===== src/sv/sil_pkg.sv =====
// Shared constants and types for the sorted insertion list.
package sil_pkg;

  localparam int CAPACITY_DEF = 64;
  localparam int VALUE_W      = 32;
  localparam int INDEX_W      = 6;
  localparam int OUT_TDATA_W  = 40;

  typedef enum logic [2:0] {
    ST_IDLE,
    ST_ISSUE,
    ST_CMP,
    ST_PUT,
    ST_EMIT
  } sil_state_t;

endpackage


===== src/sv/sil_ram.sv =====
// Generic simple dual-port RAM with registered read and read enable.
module sil_ram #(
  parameter int WIDTH = 32,
  parameter int DEPTH = 64
) (
  input  logic                     clk,
  input  logic                     wr_en,
  input  logic [$clog2(DEPTH)-1:0] wr_addr,
  input  logic [WIDTH-1:0]         wr_data,
  input  logic                     rd_en,
  input  logic [$clog2(DEPTH)-1:0] rd_addr,
  output logic [WIDTH-1:0]         rd_data
);

  logic [WIDTH-1:0] mem [DEPTH];

  always_ff @(posedge clk) begin
    if (wr_en) begin
      mem[wr_addr] <= wr_data;
    end
    if (rd_en) begin
      rd_data <= mem[rd_addr];
    end
  end

endmodule


===== src/sv/sorted_insert_list.sv =====
// Sorted insertion list: keeps up to CAPACITY signed Q16.16 values in ascending order.
// Sequence: each item is accepted, then a read is issued (held while the previous last result
//   waits), then one compare step per larger entry shifted up plus one step to place the value,
//   then the whole list is streamed out; an empty list skips the issue and compare steps. A full
//   list drops the value and streams the list unchanged. Output stalls hold the streaming.
// Throughput: one transaction at a time. Reset: synchronous, clears the count and control
//   state; the RAM is not cleared, since only entries below the count are ever read.
module sorted_insert_list
  import sil_pkg::*;
#(
  parameter int CAPACITY = CAPACITY_DEF
) (
  input  logic                   clk,
  input  logic                   rst,
  // Input stream
  input  logic                   s_tvalid,
  output logic                   s_tready,
  input  logic [VALUE_W-1:0]     s_tdata,   // [31:0] new_value
  // Output stream
  output logic                   m_tvalid,
  input  logic                   m_tready,
  output logic [OUT_TDATA_W-1:0] m_tdata,   // [31:0] element_value, [37:32] element_index
  output logic                   m_tlast,   // last_of_run
  output logic                   m_tuser    // value_dropped
);

  localparam int AW = $clog2(CAPACITY);
  localparam int CW = $clog2(CAPACITY + 1);

  sil_state_t state, state_next;

  logic [CW-1:0]      count, count_next;
  logic [AW-1:0]      pos, pos_next;
  logic [AW-1:0]      k, k_next;
  logic [VALUE_W-1:0] val;
  logic               dropped;

  // Output side bookkeeping; the RAM read register carries element_value
  logic               out_valid;
  logic [AW-1:0]      out_index;
  logic               out_last;
  logic               out_dropped;

  logic               rd_en, wr_en;
  logic [AW-1:0]      rd_addr, wr_addr;
  logic [VALUE_W-1:0] wr_data, rd_data;
  logic               greater, emit_last, out_free, accept;

  sil_ram #(
    .WIDTH (VALUE_W),
    .DEPTH (CAPACITY)
  ) u_ram (
    .clk     (clk),
    .wr_en   (wr_en),
    .wr_addr (wr_addr),
    .wr_data (wr_data),
    .rd_en   (rd_en),
    .rd_addr (rd_addr),
    .rd_data (rd_data)
  );

  assign s_tready = (state == ST_IDLE);
  assign accept   = s_tvalid && s_tready;
  assign out_free = !out_valid || m_tready;
  assign greater  = $signed(rd_data) > $signed(val);
  assign emit_last = ((CW'(k) + CW'(1)) == count);

  assign m_tvalid = out_valid;
  assign m_tdata  = {{(OUT_TDATA_W - VALUE_W - INDEX_W){1'b0}}, INDEX_W'(out_index), rd_data};
  assign m_tlast  = out_last;
  assign m_tuser  = out_dropped;

  // Sequencer: shift larger entries up from the top, drop the new value in, then stream out
  always_comb begin
    state_next = state;
    count_next = count;
    pos_next   = pos;
    k_next     = k;
    rd_en      = 1'b0;
    rd_addr    = k;
    wr_en      = 1'b0;
    wr_addr    = pos;
    wr_data    = val;
    unique case (state)
      ST_IDLE: begin
        if (accept) begin
          k_next   = '0;
          pos_next = AW'(count);
          if (count == CW'(CAPACITY)) begin
            state_next = ST_EMIT;
          end else if (count == '0) begin
            state_next = ST_PUT;
          end else begin
            state_next = ST_ISSUE;
          end
        end
      end
      ST_ISSUE: begin
        // hold until the last result of the previous transaction has left the read register
        if (!out_valid) begin
          rd_en      = 1'b1;
          rd_addr    = pos - AW'(1);
          state_next = ST_CMP;
        end
      end
      ST_CMP: begin
        if (greater) begin
          wr_en    = 1'b1;
          wr_data  = rd_data;
          pos_next = pos - AW'(1);
          if (pos == AW'(1)) begin
            state_next = ST_PUT;
          end else begin
            rd_en   = 1'b1;
            rd_addr = pos - AW'(2);
          end
        end else begin
          wr_en      = 1'b1;
          count_next = count + CW'(1);
          state_next = ST_EMIT;
        end
      end
      ST_PUT: begin
        wr_en      = 1'b1;
        count_next = count + CW'(1);
        state_next = ST_EMIT;
      end
      ST_EMIT: begin
        // advance one entry whenever the output register is free or being taken
        if (out_free) begin
          rd_en   = 1'b1;
          rd_addr = k;
          k_next  = k + AW'(1);
          if (emit_last) begin
            state_next = ST_IDLE;
          end
        end
      end
      default: begin
        state_next = ST_IDLE;
      end
    endcase
  end

  always_ff @(posedge clk) begin
    if (rst) begin
      state     <= ST_IDLE;
      count     <= '0;
      out_valid <= 1'b0;
    end else begin
      state <= state_next;
      count <= count_next;
      if (state == ST_EMIT && out_free) begin
        out_valid <= 1'b1;
      end else if (m_tready) begin
        out_valid <= 1'b0;
      end
    end
  end

  // Payload registers
  always_ff @(posedge clk) begin
    pos <= pos_next;
    k   <= k_next;
    if (accept) begin
      val     <= s_tdata;
      dropped <= (count == CW'(CAPACITY));
    end
    if (state == ST_EMIT && out_free) begin
      out_index   <= k;
      out_last    <= emit_last;
      out_dropped <= dropped;
    end
  end

endmodule

===== config.mk =====
export PLATFORM = sky130hd
export DESIGN_NAME = sorted_insert_list
export DESIGN_NICKNAME = d
export VERILOG_FILES = /design/src/sv/sil_pkg.sv /design/src/sv/sil_ram.sv /design/src/sv/sorted_insert_list.sv
export SDC_FILE = /design/constraint.sdc
export NUM_CORES = 2
export LEC_CHECK = 0
export BUFFER_PORTS_ARGS = -buffer_cell sky130_fd_sc_hd__buf_2
export CORE_UTILIZATION = 38
export CTS_CLUSTER_SIZE = 14
export DETAILED_ROUTE_END_ITERATION = 8
export HOLD_SLACK_MARGIN = 0.06
export PLACE_DENSITY = 0.61
export SLEW_MARGIN = 0
export SYNTH_ARGS = -nofsm -noshare
export SYNTH_HDL_FRONTEND = slang
export SYNTH_SLANG_ARGS = --single-unit

===== constraint.sdc =====
create_clock -name clk -period 8.55 [get_ports clk]
set_input_delay 1.2825 -clock clk [delete_from_list [all_inputs] [get_ports clk]]
set_output_delay 1.2825 -clock clk [all_outputs]
set_load 0.05 [all_outputs]

==> out/summary.log <==
INFO  run_status     result_of_the_run=complete, but fails checks
INFO  run_status     violations=capacitance limit, slew limit
INFO  worst_setup_path cp_num_buf_inv=2
INFO  worst_setup_path start_kind=flop
INFO  synth          synthDominantAreaCellType=edfxtp_1
INFO  synth          postSynth.topFlopCell=edfxtp_1
INFO  synth          average_instance_area_after_synthesis=14.2squm
INFO  worst_setup_path critical-path-top-delay-family=simple AND/OR/NAND/NOR gates
INFO  grt            grt_pass1_wl=371,000microns
INFO  sta            worstMarginPinSlew=1.52ns
INFO  sta            max_freq=0.152GHz
INFO  routing        wl_per_cell=28.2microns
INFO  cts            numCtsBuffers=208
INFO  floorplan      design.portCount=80
INFO  routing        routed_antenna_nets=0
INFO  worst_setup_path cp_data_arrival_time=7.28ns
INFO  worst_setup_path rr_startpoint=u_ram.rd_data[21]
INFO  synth          number_of_synthesis_warnings=0
INFO  routing        postRouteWirelength=260,000microns
INFO  grt            global_route.overflow_total=0
INFO  grt            grt_pass1_vias=50,965
INFO  sta            final_critical_path_setup_slack=1.97ns
INFO  cts            postCtsHoldBufs=0
INFO  synth          synth.top_cell.area_share=0.747
INFO  placement      placement.io_buffers=77
INFO  worst_setup_path worstSetupStartpoint=u_ram.rd_data[21]
INFO  finish         nNetsFinal=6,152
INFO  worst_setup_path timing.rr.end=u_ram.rd_data[12]
INFO  sta            timing_hold_violations_final=0
INFO  min_path       whs_endpoint=m_tuser
INFO  cts            number_of_setup_buffers_added_after_cts=0
INFO  worst_setup_path worstSetupPathType=reg -> reg
INFO  grt            global_route.usage.met1=0.314
INFO  worst_setup_path reg2reg_setup_slack=1.97ns
INFO  placement      dpl.hpwl=138,000microns
INFO  synth          yosysSeqAreaShare=0.750
INFO  placement      gp_routability_congestion=0.874
INFO  sta            setup_total_negative_slack=0ns
INFO  worst_setup_path cpMaxStageDelayCell=a2111oi_0
INFO  routing        drt-vias-per-instance=5.90
INFO  finish         area_delta_synth_final=13.4%
INFO  grt            grt_start_max_net_pins=167
INFO  min_path       hp-start=dropped
INFO  synth          yosys_reg_bits=2,144
INFO  floorplan      start_util=0.384
INFO  worst_setup_path worstRegToRegCells=14
INFO  synth          synthesis.area=85,700squm
INFO  synth          synth.distinct_cells=70
INFO  cts            clock_pin_slew_on_the_worst_setup_and_hold_paths=0.06ns
INFO  synth          synth-edff-count=2,133
INFO  floorplan      std_cell_rows=173
INFO  sta            period_needed=6.58ns
INFO  run            drv.max_cap_violation_count=1
INFO  floorplan      floorplan.die.height=477microns
INFO  finish         final_layout_size_suffix_gt1_frac=0.122
INFO  sta            setup_violations=0
INFO  floorplan      floorplan_core_area=223,000squm
INFO  sta            maxSlewViolCount=2
INFO  finish         final_cell_count_no_fill=9,234
INFO  synth          synth_most_common_cell=edfxtp_1
INFO  placement      place_ws=2.10ns
INFO  finish         post-route-cell-area=97,200squm
INFO  cts            cts_num_sinks=2,144
INFO  grt            met2_usage=0.343
INFO  sta            grt_setup_unrepaired=no
INFO  cts            cts_repair_resize_count=0
INFO  cts            buffer_depth_of_the_longest_clock_path=3
INFO  grt            global_route_hottest_layer=met2
INFO  min_path       min_path_cells=0
INFO  worst_setup_path worst_path_most_repeated_cell=buf_4
INFO  cts            tritoncts=done
INFO  floorplan      chipWidth=477microns
INFO  synth          synth.area.top_cells=edfxtp_1, nand2_1, a211oi_1, and3_1, nand3_1
INFO  worst_setup_path worstPathMaxFanout=90
INFO  sta            final_cycle_utilization_of_the_critical_path=0.770
INFO  routing        detailedRoute.firstIterationViolations=7,426
INFO  worst_setup_path critical_path.cell_chain=ha_1 -> nand4_1 -> nor4_2 -> and2_1 -> nand4b_1 -> o311ai_4 -> nand2_8 -> nand2_2 -> buf_4 -> o22ai_1 -> a311oi_1 -> a2111oi_0 -> buf_4 -> or4_1
INFO  cts            worst_skew_pair.late_latency=0.88ns
INFO  routing        dr_total_vias=54,461
INFO  synth          synthArstFlopShare=0
INFO  grt            global_route.usage.total=0.223
INFO  floorplan      die_area=227,000squm
INFO  cts            ctsHtreeMaxLevel=4
INFO  routing        drt_pass1_iterations=6
INFO  cts            root_buffer=clkbuf_16
INFO  min_path       holdCritPathClass=reg -> reg
INFO  synth          post_synthesis_cell_count=6,017
INFO  routing        drc=0
INFO  placement      placedCellCount=8,839
INFO  grt            number_of_antenna_violations_at_the_first_check_in_global_routing=17
INFO  worst_setup_path cp_data_required_time=9.25ns
INFO  worst_setup_path cpPeakStageDelay=1.04ns
INFO  grt            gr-usage-met3=0.0499
INFO  worst_setup_path setup.worst_path.end_class=flop
INFO  placement      place_area=90,600squm
INFO  synth          synth_common_cells=edfxtp_1, nand2_1, nand3_1
INFO  sta            maxSlewHeadroom=-0.0396
INFO  sta            final.setup_skew=0.0453ns
==> cell usage in the layout (no fill, tap or decap), types with 83 or more instances in the layout <==
master / count
buf_4: 164
a211oi_1: 260
nand3_1: 293
and3_1: 237
clkbuf_16: 209
buf_2: 83
a31oi_1: 132
edfxtp_1: 2133
nand2_1: 1334
mux2i_1: 130
a311oi_1: 160
a21oi_1: 147
==> routing by layer <==
| layer | vias to the layer above | share of wire |
|---|---|---|
| met5 | - | 0.000081 |
| met3 | 403 | 0.11 |
| met2 | 2876 | 0.46 |
| met1 | 27910 | 0.41 |
| li1 | 23268 | - |
| met4 | 4 | 0.026 |
==> worst max path at each step <==
stage                              to  cells after the start
floorplan             u_ram.mem[0][0]                      9
CTS                 u_ram.rd_data[12]                     14
global placement     u_ram.rd_data[2]                     13
global route        u_ram.rd_data[12]                     14
detailed placement  u_ram.rd_data[12]                     14
finish              u_ram.rd_data[12]                     14
==> logic make-up after synthesis <==
logic type	share of synthesized area
buffers and inverters	0.0228
adders and majority gates	0.00613
AOI/OAI and AO/OA	0.0878
other	0.0000438
muxes	0.0231
DFF	0.750
and+or+nand+nor	0.108
xor gates and xnor gates	0.00235
==> final cells by class <==
type | count | area (sq um)
clock buffer | 254 | 5400
inverter | 41 | 154
timing repair buffer | 279 | 2260
antenna | 7 | 17.5
tap | 2975 | 3720
multi-input combinational | 3400 | 20200
clock inverter | 134 | 1190
fill | 19604 | 126000
sequential | 2144 | 64300
==> metrics by stage <==
step	util	hold slack [ns]
2_1_floorplan	-	0.400
3_3_place_gp	0.406	0.448
3_5_place_dp	0.406	0.455
4_1_cts	0.435	0.473
5_1_grt	0.435	0.476
6_report	0.436	0.473
==> state kept, by name (all words and copies together), names as in the netlist, 3 cells and up <==
register and cells:
pos 6, k 6, state 3, out_index 6
u_ram.rd_data 32, val 32, count 7, u_ram.mem 2048
==> worst register-to-register path, stage by stage, from the launching register on <==
cell	delay, ns
edfxtp_1	0.53
ha_1	0.38
nand4_1	0.38
nor4_2	0.73
and2_1	0.25
nand4b_1	0.17
o311ai_4	0.28
nand2_8	0.68
nand2_2	0.71
buf_4	0.41
o22ai_1	0.27
a311oi_1	0.09
a2111oi_0	1.04
buf_4	0.30
or4_1	0.21
Power is left out: the tool's default activity adds up to more than one toggle a clock period on the data nets, which glitch-free logic cannot reach.
